==> config.mk <==
export PLATFORM = sky130hd
export DESIGN_NAME = speech_frontend_center_estimator_top
export DESIGN_NICKNAME = d
export VERILOG_FILES = /design/src/sfce_pkg.sv /design/src/sfce_front.sv /design/src/sfce_back.sv /design/src/speech_frontend_center_estimator_top.sv
export SDC_FILE = /design/constraint.sdc
export NUM_CORES = 2
export LEC_CHECK = 0
export ABC_AREA = 1
export BUFFER_PORTS_ARGS = -buffer_cell sky130_fd_sc_hd__buf_4
export CAP_MARGIN = 5
export CORE_MARGIN = 3
export CORE_UTILIZATION = 50
export DETAILED_ROUTE_END_ITERATION = 16
export HOLD_SLACK_MARGIN = 0.08
export MAX_ROUTING_LAYER = met4
export PLACE_DENSITY_LB_ADDON = 0.05
export SYNTH_ARGS = -nofsm -noshare
export SYNTH_HDL_FRONTEND = slang
export SYNTH_SLANG_ARGS = --single-unit
==> constraint.sdc <==
create_clock -name i_clk -period 11.15 [get_ports i_clk]
set_input_delay 2.23 -clock i_clk [delete_from_list [all_inputs] [get_ports i_clk]]
set_output_delay 2.23 -clock i_clk [all_outputs]
set_load 0.02 [all_outputs]
==> src/sfce_pkg.sv <==
`timescale 1ns / 1ps
// ----------------------------------------------------------------------------
// sfce_pkg: shared types and constants
// Field widths, fixed-point constants and the front-to-back queue entry.
// ----------------------------------------------------------------------------
package sfce_pkg;
    localparam int MAX_CHANNELS = 8;
    localparam int ENERGY_WIDTH = 48;
    localparam logic [15:0] Q_ATTACK  = 16'd42598;
    localparam logic [15:0] Q_RELEASE = 16'd6554;
    localparam logic [15:0] Q_CENTER  = 16'd22938;
    localparam logic [15:0] Q_MONO    = 16'd42598;
    localparam logic [15:0] Q_NEUTRAL = 16'd32768;
    localparam logic [5:0]  BOX_MAX   = 6'd63;
    localparam logic [1:0]  REG_CHANNELS = 2'd0;
    localparam logic [1:0]  REG_IN_RATE  = 2'd1;
    localparam logic [1:0]  REG_DET_RATE = 2'd2;
    localparam logic [1:0]  REG_FRAME    = 2'd3;

    typedef struct packed {
        logic               verdict;
        logic               speech;
        logic signed [15:0] mono;
        logic signed [17:0] side;
        logic               stereo;
    } t_entry;
endpackage

==> src/sfce_front.sv <==
`timescale 1ns / 1ps
// ----------------------------------------------------------------------------
// sfce_front: input stage
// Accepts items, forms the downmix and side value, and queues an entry.
// The mean over other channel counts uses a serial restoring divider.
// ----------------------------------------------------------------------------
module sfce_front (
    input  logic                 i_clk,
    input  logic                 i_rst_n,
    input  logic [3:0]           i_channels,
    input  logic                 i_valid,
    output logic                 o_ready,
    input  logic                 i_command,
    input  logic                 i_speech,
    input  logic [127:0]         i_chans,
    output logic                 o_valid,
    input  logic                 i_ready,
    output sfce_pkg::t_entry     o_entry
);
    sfce_pkg::t_entry r_q [2];
    logic [1:0] r_cnt;
    logic r_wp, r_rp;
    logic r_busy;
    logic [4:0] r_step;
    logic [18:0] r_num, r_rem;
    logic [3:0] r_div;
    logic r_neg;
    logic [15:0] r_quo;
    logic [18:0] n_sum;
    logic [18:0] n_abs;
    logic [3:0] n_n;
    logic signed [16:0] n_l, n_r, n_ms, n_ss;
    logic signed [16:0] n_mh, n_sh;
    logic [19:0] n_trial;
    logic push, pop;
    sfce_pkg::t_entry n_e;

    assign n_n = (i_channels > 4'd8) ? 4'd8 : i_channels;
    always_comb begin
        n_sum = '0;
        for (int c = 0; c < sfce_pkg::MAX_CHANNELS; c++) begin
            if (c < n_n) begin
                n_sum = n_sum + {{3{i_chans[16*c+15]}}, i_chans[16*c +: 16]};
            end
        end
        n_abs = n_sum[18] ? (~n_sum + 19'd1) : n_sum;
        n_l = {i_chans[15], i_chans[15:0]};
        n_r = {i_chans[31], i_chans[31:16]};
        n_ms = n_l + n_r;
        n_ss = n_l - n_r;
        n_mh = (n_ms[16] ? (n_ms + 17'sd1) : n_ms) >>> 1;
        n_sh = (n_ss[16] ? (n_ss + 17'sd1) : n_ss) >>> 1;
        n_trial = {r_rem[18:0], r_num[18]} - {16'd0, r_div};
    end

    assign o_ready = !r_busy && (r_cnt != 2'd2);
    wire acc = i_valid && o_ready;

    always_comb begin
        n_e.verdict = i_command;
        n_e.speech = i_speech;
        n_e.stereo = (n_n == 4'd2);
        n_e.mono = n_mh[15:0];
        n_e.side = {{2{n_sh[16]}}, n_sh[15:0]};
        if (r_busy) begin
            n_e.verdict = 1'b0;
            n_e.speech = 1'b0;
            n_e.stereo = 1'b0;
            n_e.mono = r_neg ? (~r_quo + 16'd1) : r_quo;
            n_e.side = '0;
        end
    end

    wire direct = acc && (i_command || n_n == 4'd2 || n_n == 4'd1);
    wire done = r_busy && (r_step == 5'd19);
    assign push = direct || done;
    assign pop = o_valid && i_ready;
    assign o_valid = (r_cnt != 2'd0);
    assign o_entry = r_q[r_rp];

    always_ff @(posedge i_clk) begin
        if (!i_rst_n) begin
            r_cnt <= '0;
            r_wp <= 1'b0;
            r_rp <= 1'b0;
            r_busy <= 1'b0;
            r_step <= '0;
        end else begin
            if (push) begin
                r_q[r_wp] <= (n_n == 4'd1 && !i_command && !r_busy) ?
                    '{verdict: 1'b0, speech: 1'b0, mono: i_chans[15:0],
                      side: '0, stereo: 1'b0} : n_e;
                r_wp <= ~r_wp;
            end
            if (pop) r_rp <= ~r_rp;
            r_cnt <= r_cnt + {1'b0, push} - {1'b0, pop};
            if (acc && !direct && n_n != 4'd0) begin
                r_busy <= 1'b1;
                r_step <= '0;
                r_num <= n_abs;
                r_rem <= '0;
                r_div <= n_n;
                r_neg <= n_sum[18];
                r_quo <= '0;
            end else if (r_busy) begin
                if (done) begin
                    r_busy <= 1'b0;
                end else begin
                    r_step <= r_step + 5'd1;
                    r_num <= {r_num[17:0], 1'b0};
                    if (!n_trial[19]) begin
                        r_rem <= n_trial[18:0];
                        r_quo <= {r_quo[14:0], 1'b1};
                    end else begin
                        r_rem <= {r_rem[17:0], r_num[18]};
                        r_quo <= {r_quo[14:0], 1'b0};
                    end
                end
            end
        end
    end

    a_cnt: assert property (@(posedge i_clk) disable iff (!i_rst_n) r_cnt != 2'd3)
        else $error("queue count overflow");
    a_busy: assert property (@(posedge i_clk) disable iff (!i_rst_n) r_busy |-> !o_ready)
        else $error("accept while dividing");
    a_full: assert property (@(posedge i_clk) disable iff (!i_rst_n)
        (r_cnt == 2'd2) |-> !push)
        else $error("push into full queue");
endmodule

==> src/sfce_back.sv <==
`timescale 1ns / 1ps
// ----------------------------------------------------------------------------
// sfce_back: resampler and estimator
// Box-average resampling, frame counting, energy tracking and smoothing.
// Divisions are done by two serial units, box and ratio; multiplies are registered.
// ----------------------------------------------------------------------------
module sfce_back (
    input  logic               i_clk,
    input  logic               i_rst_n,
    input  logic [3:0]         i_channels,
    input  logic [17:0]        i_in_rate,
    input  logic [15:0]        i_det_rate,
    input  logic [8:0]         i_frame_len,
    input  logic               i_valid,
    output logic               o_ready,
    input  sfce_pkg::t_entry   i_entry,
    output logic               o_valid,
    input  logic               i_ready,
    output logic [49:0]        o_data
);
    typedef enum logic [6:0] {
        S_IDLE = 7'b0000001, S_SQ = 7'b0000010, S_BOX = 7'b0000100,
        S_BDIV = 7'b0001000, S_EMIT = 7'b0010000, S_CDIV = 7'b0100000,
        S_OUT = 7'b1000000
    } t_state;
    localparam int EW = sfce_pkg::ENERGY_WIDTH;
    localparam logic [EW-1:0] EMAX = {EW{1'b1}};

    t_state r_st;
    sfce_pkg::t_entry r_e;
    logic [17:0] r_phase;
    logic signed [23:0] r_box;
    logic [5:0] r_bcnt;
    logic [8:0] r_fidx;
    logic [EW-1:0] r_mid, r_side;
    logic [15:0] r_sp, r_cd;
    logic [33:0] r_msq, r_ssq;
    logic [4:0] r_k;
    logic [23:0] r_dn;
    logic [23:0] r_dq;
    logic [5:0] r_dr;
    logic r_dneg;
    logic [EW:0] r_rr, r_tot;
    logic [15:0] r_cq;
    logic [16:0] r_tgt;
    logic r_fend;
    logic signed [15:0] r_samp;
    logic r_full;

    function automatic logic [15:0] smooth(input logic [15:0] x, input logic [16:0] t,
                                           input logic [15:0] c);
        logic [16:0] a;
        logic [33:0] p;
        logic [17:0] d;
        a = (t >= {1'b0, x}) ? (t - {1'b0, x}) : ({1'b0, x} - t);
        p = c * a + 34'd32768;
        d = {1'b0, p[32:16]};
        if (t >= {1'b0, x}) begin
            d = d + {2'b0, x};
            return (d > 18'd65535) ? 16'hFFFF : d[15:0];
        end
        return (d >= {2'b0, x}) ? 16'd0 : (x - d[15:0]);
    endfunction

    wire [EW:0] n_sumE = {1'b0, r_mid} + {1'b0, r_side};
    wire [EW:0] n_twice = {r_rr[EW-1:0], 1'b0};
    wire [6:0] n_dtr = {r_dr, r_dn[23]} - {1'b0, r_bcnt};
    wire [18:0] n_ph = {1'b0, r_phase} + {3'b0, i_det_rate};
    wire n_eq = ({2'b0, i_det_rate} == i_in_rate);
    wire [EW:0] n_mx = (r_msq > {14'd0, EMAX[EW-1:0]} - r_mid) ? {1'b0, EMAX} :
                       {1'b0, r_mid} + {{(EW-33){1'b0}}, r_msq};
    wire [EW:0] n_sx = (r_ssq > {14'd0, EMAX[EW-1:0]} - r_side) ? {1'b0, EMAX} :
                       {1'b0, r_side} + {{(EW-33){1'b0}}, r_ssq};
    wire [23:0] n_qv = r_dneg ? (~r_dq + 24'd1) : r_dq;
    wire signed [23:0] n_qs = n_qv;

    assign o_ready = (r_st == S_IDLE);

    always_ff @(posedge i_clk) begin
        if (!i_rst_n) begin
            r_st <= S_IDLE;
            r_phase <= '0;
            r_box <= '0;
            r_bcnt <= '0;
            r_fidx <= '0;
            r_mid <= '0;
            r_side <= '0;
            r_sp <= '0;
            r_cd <= sfce_pkg::Q_NEUTRAL;
            r_full <= 1'b0;
        end else begin
            if (o_valid && i_ready && r_st != S_OUT) r_full <= 1'b0;
            case (r_st)
                S_IDLE: begin
                    if (i_valid) begin
                        r_e <= i_entry;
                        if (i_entry.verdict) begin
                            r_sp <= smooth(r_sp, i_entry.speech ? 17'h10000 : 17'd0,
                                ((i_entry.speech ? 17'h10000 : 17'd0) > {1'b0, r_sp})
                                ? sfce_pkg::Q_ATTACK : sfce_pkg::Q_RELEASE);
                            r_samp <= '0;
                            r_fend <= 1'b0;
                            r_st <= S_OUT;
                        end else begin
                            r_msq <= 34'($signed(i_entry.mono) * $signed(i_entry.mono));
                            r_ssq <= 34'($signed(i_entry.side) * $signed(i_entry.side));
                            r_st <= S_SQ;
                        end
                    end
                end
                S_SQ: begin
                    if (r_e.stereo) begin
                        r_mid <= n_mx[EW-1:0];
                        r_side <= n_sx[EW-1:0];
                    end
                    if (n_eq) begin
                        r_samp <= r_e.mono;
                        r_st <= S_EMIT;
                    end else begin
                        if (r_bcnt < sfce_pkg::BOX_MAX) begin
                            r_box <= r_box + 24'(r_e.mono);
                            r_bcnt <= r_bcnt + 6'd1;
                        end
                        r_st <= S_BOX;
                    end
                end
                S_BOX: begin
                    if (n_ph < {1'b0, i_in_rate}) begin
                        r_phase <= n_ph[17:0];
                        r_st <= S_IDLE;
                    end else begin
                        r_phase <= ((n_ph - {1'b0, i_in_rate}) >= {1'b0, i_in_rate}) ? 18'd0
                                   : 18'(n_ph - {1'b0, i_in_rate});
                        r_dneg <= r_box[23];
                        r_dn <= r_box[23] ? (~r_box + 24'd1) : r_box;
                        r_dr <= '0;
                        r_dq <= '0;
                        r_k <= '0;
                        r_st <= S_BDIV;
                    end
                end
                S_BDIV: begin
                    r_dn <= {r_dn[22:0], 1'b0};
                    if (!n_dtr[6]) begin
                        r_dr <= n_dtr[5:0];
                        r_dq <= {r_dq[22:0], 1'b1};
                    end else begin
                        r_dr <= {r_dr[4:0], r_dn[23]};
                        r_dq <= {r_dq[22:0], 1'b0};
                    end
                    r_k <= r_k + 5'd1;
                    if (r_k == 5'd23) r_st <= S_EMIT;
                end
                S_EMIT: begin
                    if (!n_eq) begin
                        r_samp <= (n_qs > 24'sd32767) ? 16'sh7FFF :
                                  (n_qs < -24'sd32768) ? 16'sh8000 : n_qs[15:0];
                        r_box <= '0;
                        r_bcnt <= '0;
                    end
                    if ({1'b0, r_fidx} + 10'd1 >= {1'b0, i_frame_len}) begin
                        r_fidx <= '0;
                        r_fend <= 1'b1;
                        r_k <= '0;
                        r_cq <= '0;
                        r_rr <= n_sumE[EW] ? {1'b0, r_mid} : {1'b0, r_mid};
                        r_tot <= n_sumE;
                        r_st <= S_CDIV;
                    end else begin
                        r_fidx <= r_fidx + 9'd1;
                        r_fend <= 1'b0;
                        r_st <= S_OUT;
                    end
                end
                S_CDIV: begin
                    if (r_k < 5'd16) begin
                        if (r_rr >= r_tot - r_rr) begin
                            r_rr <= r_rr - (r_tot - r_rr);
                            r_cq <= {r_cq[14:0], 1'b1};
                        end else begin
                            r_rr <= n_twice;
                            r_cq <= {r_cq[14:0], 1'b0};
                        end
                        r_k <= r_k + 5'd1;
                    end else begin
                        r_cd <= smooth(r_cd,
                            (i_channels == 4'd1) ? {1'b0, sfce_pkg::Q_MONO} :
                            (i_channels != 4'd2) ? {1'b0, sfce_pkg::Q_NEUTRAL} :
                            (r_tot == '0) ? {1'b0, sfce_pkg::Q_NEUTRAL} :
                            (r_side == '0) ? 17'h10000 : {1'b0, r_cq},
                            sfce_pkg::Q_CENTER);
                        r_mid <= '0;
                        r_side <= '0;
                        r_st <= S_OUT;
                    end
                end
                S_OUT: begin
                    if (!r_full || i_ready) begin
                        r_full <= 1'b1;
                        o_data <= {r_sp, r_cd, r_fend, !r_e.verdict, r_samp};
                        r_st <= S_IDLE;
                    end
                end
                default: r_st <= S_IDLE;
            endcase
        end
    end
    assign o_valid = r_full;

    a_idle: assert property (@(posedge i_clk) disable iff (!i_rst_n)
        (r_st == S_OUT && !r_full) |=> r_full)
        else $error("result not registered");
    a_box: assert property (@(posedge i_clk) disable iff (!i_rst_n)
        (r_st == S_BDIV) |-> (r_bcnt != 6'd0))
        else $error("box division by zero count");
    a_fidx: assert property (@(posedge i_clk) disable iff (!i_rst_n)
        $rose(r_st == S_CDIV) |-> (r_fidx == 9'd0))
        else $error("frame index not cleared");
endmodule

==> src/speech_frontend_center_estimator_top.sv <==
`timescale 1ns / 1ps
// ----------------------------------------------------------------------------
// speech_frontend_center_estimator_top: speech front-end center estimator
// Downmix, resampling to detector rate, center dominance and speech smoothing.
// ----------------------------------------------------------------------------
// A sample item whose rates are equal passes the square, emit and output states
// before it is registered as a result; one that forms a resampled sample also
// passes the box state and the 24-step serial box divider, and one that forms no
// sample frees the back end after the box state. A frame end adds the 16-step
// ratio divider, and a mean over other than one or two channels adds the front
// divider. Verdict items go from idle straight to the output state.
module speech_frontend_center_estimator_top (
    input  logic         i_clk,
    input  logic         i_rst_n,
    input  logic         i_cfg_we,
    input  logic [1:0]   i_cfg_idx,
    input  logic [17:0]  i_cfg_data,
    input  logic         s_axis_tvalid,
    output logic         s_axis_tready,
    // tdata: chan0..chan7
    input  logic [127:0] s_axis_tdata,
    // tuser: command, speech_flag
    input  logic [1:0]   s_axis_tuser,
    output logic         m_axis_tvalid,
    input  logic         m_axis_tready,
    // tdata: detector_sample, center_dominance, speech_probability
    output logic [47:0]  m_axis_tdata,
    // tuser: sample_valid
    output logic         m_axis_tuser,
    output logic         m_axis_tlast
);
    logic [3:0] r_ch;
    logic [17:0] r_in;
    logic [15:0] r_det;
    logic [8:0] r_fl;
    logic qv, qr;
    sfce_pkg::t_entry qe;
    logic [49:0] res_data;

    always_ff @(posedge i_clk) begin
        if (!i_rst_n) begin
            r_ch <= 4'd2;
            r_in <= 18'd48000;
            r_det <= 16'd16000;
            r_fl <= 9'd160;
        end else if (i_cfg_we) begin
            case (i_cfg_idx)
                sfce_pkg::REG_CHANNELS: r_ch <= i_cfg_data[3:0];
                sfce_pkg::REG_IN_RATE:  r_in <= i_cfg_data;
                sfce_pkg::REG_DET_RATE: r_det <= i_cfg_data[15:0];
                sfce_pkg::REG_FRAME:    r_fl <= i_cfg_data[8:0];
                default: ;
            endcase
        end
    end

    sfce_front u_front (
        .i_clk(i_clk), .i_rst_n(i_rst_n), .i_channels(r_ch),
        .i_valid(s_axis_tvalid && !(r_ch == 4'd0 && !s_axis_tuser[0])),
        .o_ready(s_axis_tready), .i_command(s_axis_tuser[0]),
        .i_speech(s_axis_tuser[1]), .i_chans(s_axis_tdata),
        .o_valid(qv), .i_ready(qr), .o_entry(qe)
    );

    sfce_back u_back (
        .i_clk(i_clk), .i_rst_n(i_rst_n), .i_channels(r_ch), .i_in_rate(r_in),
        .i_det_rate(r_det), .i_frame_len(r_fl),
        .i_valid(qv), .o_ready(qr), .i_entry(qe),
        .o_valid(m_axis_tvalid), .i_ready(m_axis_tready), .o_data(res_data)
    );

    assign m_axis_tdata = {res_data[49:18], res_data[15:0]};
    assign m_axis_tuser = res_data[16];
    assign m_axis_tlast = res_data[17];
endmodule
==> reports/results.tsv <==
metric	value	unit
outcome	complete, but fails checks	
failed_checks	setup timing	
routed_via_density	5.31	
start_util	50.4	%
worst_hold_path_type	reg -> reg	
synth-edff-count	452	
place_congestion	0.961	
yosys_most_used_dff	edfxtp_1	
rows	155	
drc	0	
grt_max_degree	78	
drv_slew	0	
fmax	0.0827	GHz
fin_ws	-0.949	ns
relSlewSlack	22.6	%
final_cell_count_no_fill	15683	
clk_latency	0.77	ns
fin_crit	12.10	ns
cts_num_sinks	703	
first_pass_iters	6	
path_clk_slew	0.07	ns
dp_cells	15321	
start_kind	flip-flop	
clockRootBuffer	clkbuf_16	
tightest_slew	1.16	ns
clock_path_buffers	3	
wirelength	280	mm
design.portCount	207	
vias	83339	
globalRouteTotalUtil	30.6	%
final_common_cell	inv_1	
dr.first_iter.drc_count	5186	
syn_inst	11739	
crit_top_cell	buf_4	
grt_antenna_before_repair	6	
maxCapViolations	0	
grt_pass1_vias	83583	
die_h	431	um
io_buffers	206	
dieWidth	431	um
grt_overflow	0	
cp_slowest_cell	fa_1	
ys_ff_latch	703	
ff2ff_setup_slack	-0.95	ns
synthArstFlopShare	0	%
crit_arrival	12.74	ns
fp.coreArea	0.179	mm2
synth.distinct_cells	77	
rsz0062_at_grt	true	
fin_skew	0.0815	ns
fin_crit_sh	109	%
dpl.hpwl	227	mm
cp.required	11.79	ns
ant_nets	0	
yosysSeqAreaShare	20.6	%
post_drt_wl_per_cell	17.9	um
finalSetupViolCount	35	
cpPeakStageDelay	0.58	ns
crit_fanout	5	
cts-buffers-inserted	87	
cts_tree	built	
postSynthAreaPerCell	7.69	um2
fin_tns_setup	-16.72	ns
grt_pass1_wl	446	mm
htreeDepth	3	
syn_area	0.0902	mm2
drive_gt1_share	20.0	%
r2r_cells	70	
yosysWarningCount	0	
hold_viol	0	
place_ws	-1.81	ns
die_area	0.186	mm2
fin_nets	15206	
synth_nets	13695	
cp-end-kind	flip-flop	
hold_depth	0	
crit_type	reg -> reg	
syn2layout_area_growth	24.1	%
final_cell_mix	2101 x inv_1, 1973 x nand2_1, 1642 x buf_4	
state kept, by name (all words and copies together) (netlist names), 31 cells and up, named ones only:
register       flops
u_back.r_rr       49
u_back.r_side     48
u_back.r_msq      31
u_front.r_q       70
u_back.o_data     50
u_back.r_tot      49
u_back.r_mid      48
u_back.r_ssq      33
cell type report:
type / count / area [um2]
diodes: 3 / 7.51
clock buffers: 121 / 2440
clock inverters: 43 / 517
fillers: 16233 / 67000
inverters: 2197 / 8270
multi-input cells: 8581 / 66400
flip-flops and latches: 703 / 18600
well taps: 2355 / 2950
repair buffers: 1678 / 12800
repair inverters: 2 / 22.5
final timing paths:
check                   start                to
min reg2reg  u_back.r_samp[0]  u_back.o_data[0]
min          u_back.r_samp[0]  u_back.o_data[0]
max reg2reg  u_back.r_tot[45]   u_back.r_cd[13]
max          u_back.r_tot[45]   u_back.r_cd[13]
critical path: cells and delay by family, from the launching register on:
family,cells,cell delay [ns]
buffers and inverters,17,1.83
and+or+nand+nor,22,2.36
DFF,1,0.43
AOI/OAI and AO/OA,18,2.88
xor gates and xnor gates,3,0.55
adders and majority gates,10,3.95
cell usage after synthesis (99+ instances only):
| cell type | number | area (um2) |
|---|---|---|
| clkbuf_1 | 211 | 792 |
| ha_1 | 1049 | 13100 |
| nand4_1 | 99 | 619 |
| inv_1 | 2172 | 8150 |
| xnor2_1 | 203 | 1780 |
| nand3_1 | 462 | 2310 |
| xor2_1 | 394 | 3450 |
| edfxtp_1 | 452 | 13600 |
| nor3_1 | 135 | 676 |
| nor2_1 | 1002 | 3760 |
| nand2_1 | 2085 | 7830 |
| o21ai_0 | 555 | 2780 |
| fa_1 | 752 | 15100 |
| dfxtp_1 | 251 | 5020 |
| a21oi_1 | 1056 | 5290 |
layer usage:
metal	track usage, %	up-vias	wire (um)
li1	-	41149	-
met1	42.6	39984	132000
met2	48.4	1902	128000
met3	3.06	304	13300
met4	7.22	0	6440
met5	-	-	0
per-stage QoR:
step	hold slack (ns)	instance area [um2]	utilization, %
after global placement	0.404	104000	58.0
after global routing	0.424	112000	62.6
after detailed placement	0.405	104000	58.0
after floorplan	0.400	90700	-
final	0.419	112000	62.6
after CTS	0.420	109000	61.0
what timing repair did:
action | in CTS | in global routing
gates cloned | 5 | 1
pin swaps | 148 | 323
hold buffers | 0 | 0
gates resized for setup | 336 | 498
endpoints found under the setup margin | 51 | 51
hold endpoints to repair | 0 | 0
setup buffers | 116 | 75
kinds of logic (layout without fill, tap and decap cells):
group	after synthesis	after routing	synth area share [%]
flip-flops	703	703	20.6
adder cells (fa/ha/maj)	1801	1801	31.2
AO/OA/AOI/OAI	2118	2118	13.0
other	2	5	0.00832
buffers and inverters	2456	4041	10.3
XOR/XNOR	598	598	5.81
AND/OR/NAND/NOR	4061	4062	19.0
Power is left out: the tool's default activity adds up to more than one toggle a clock period on the data nets, which glitch-free logic cannot reach.
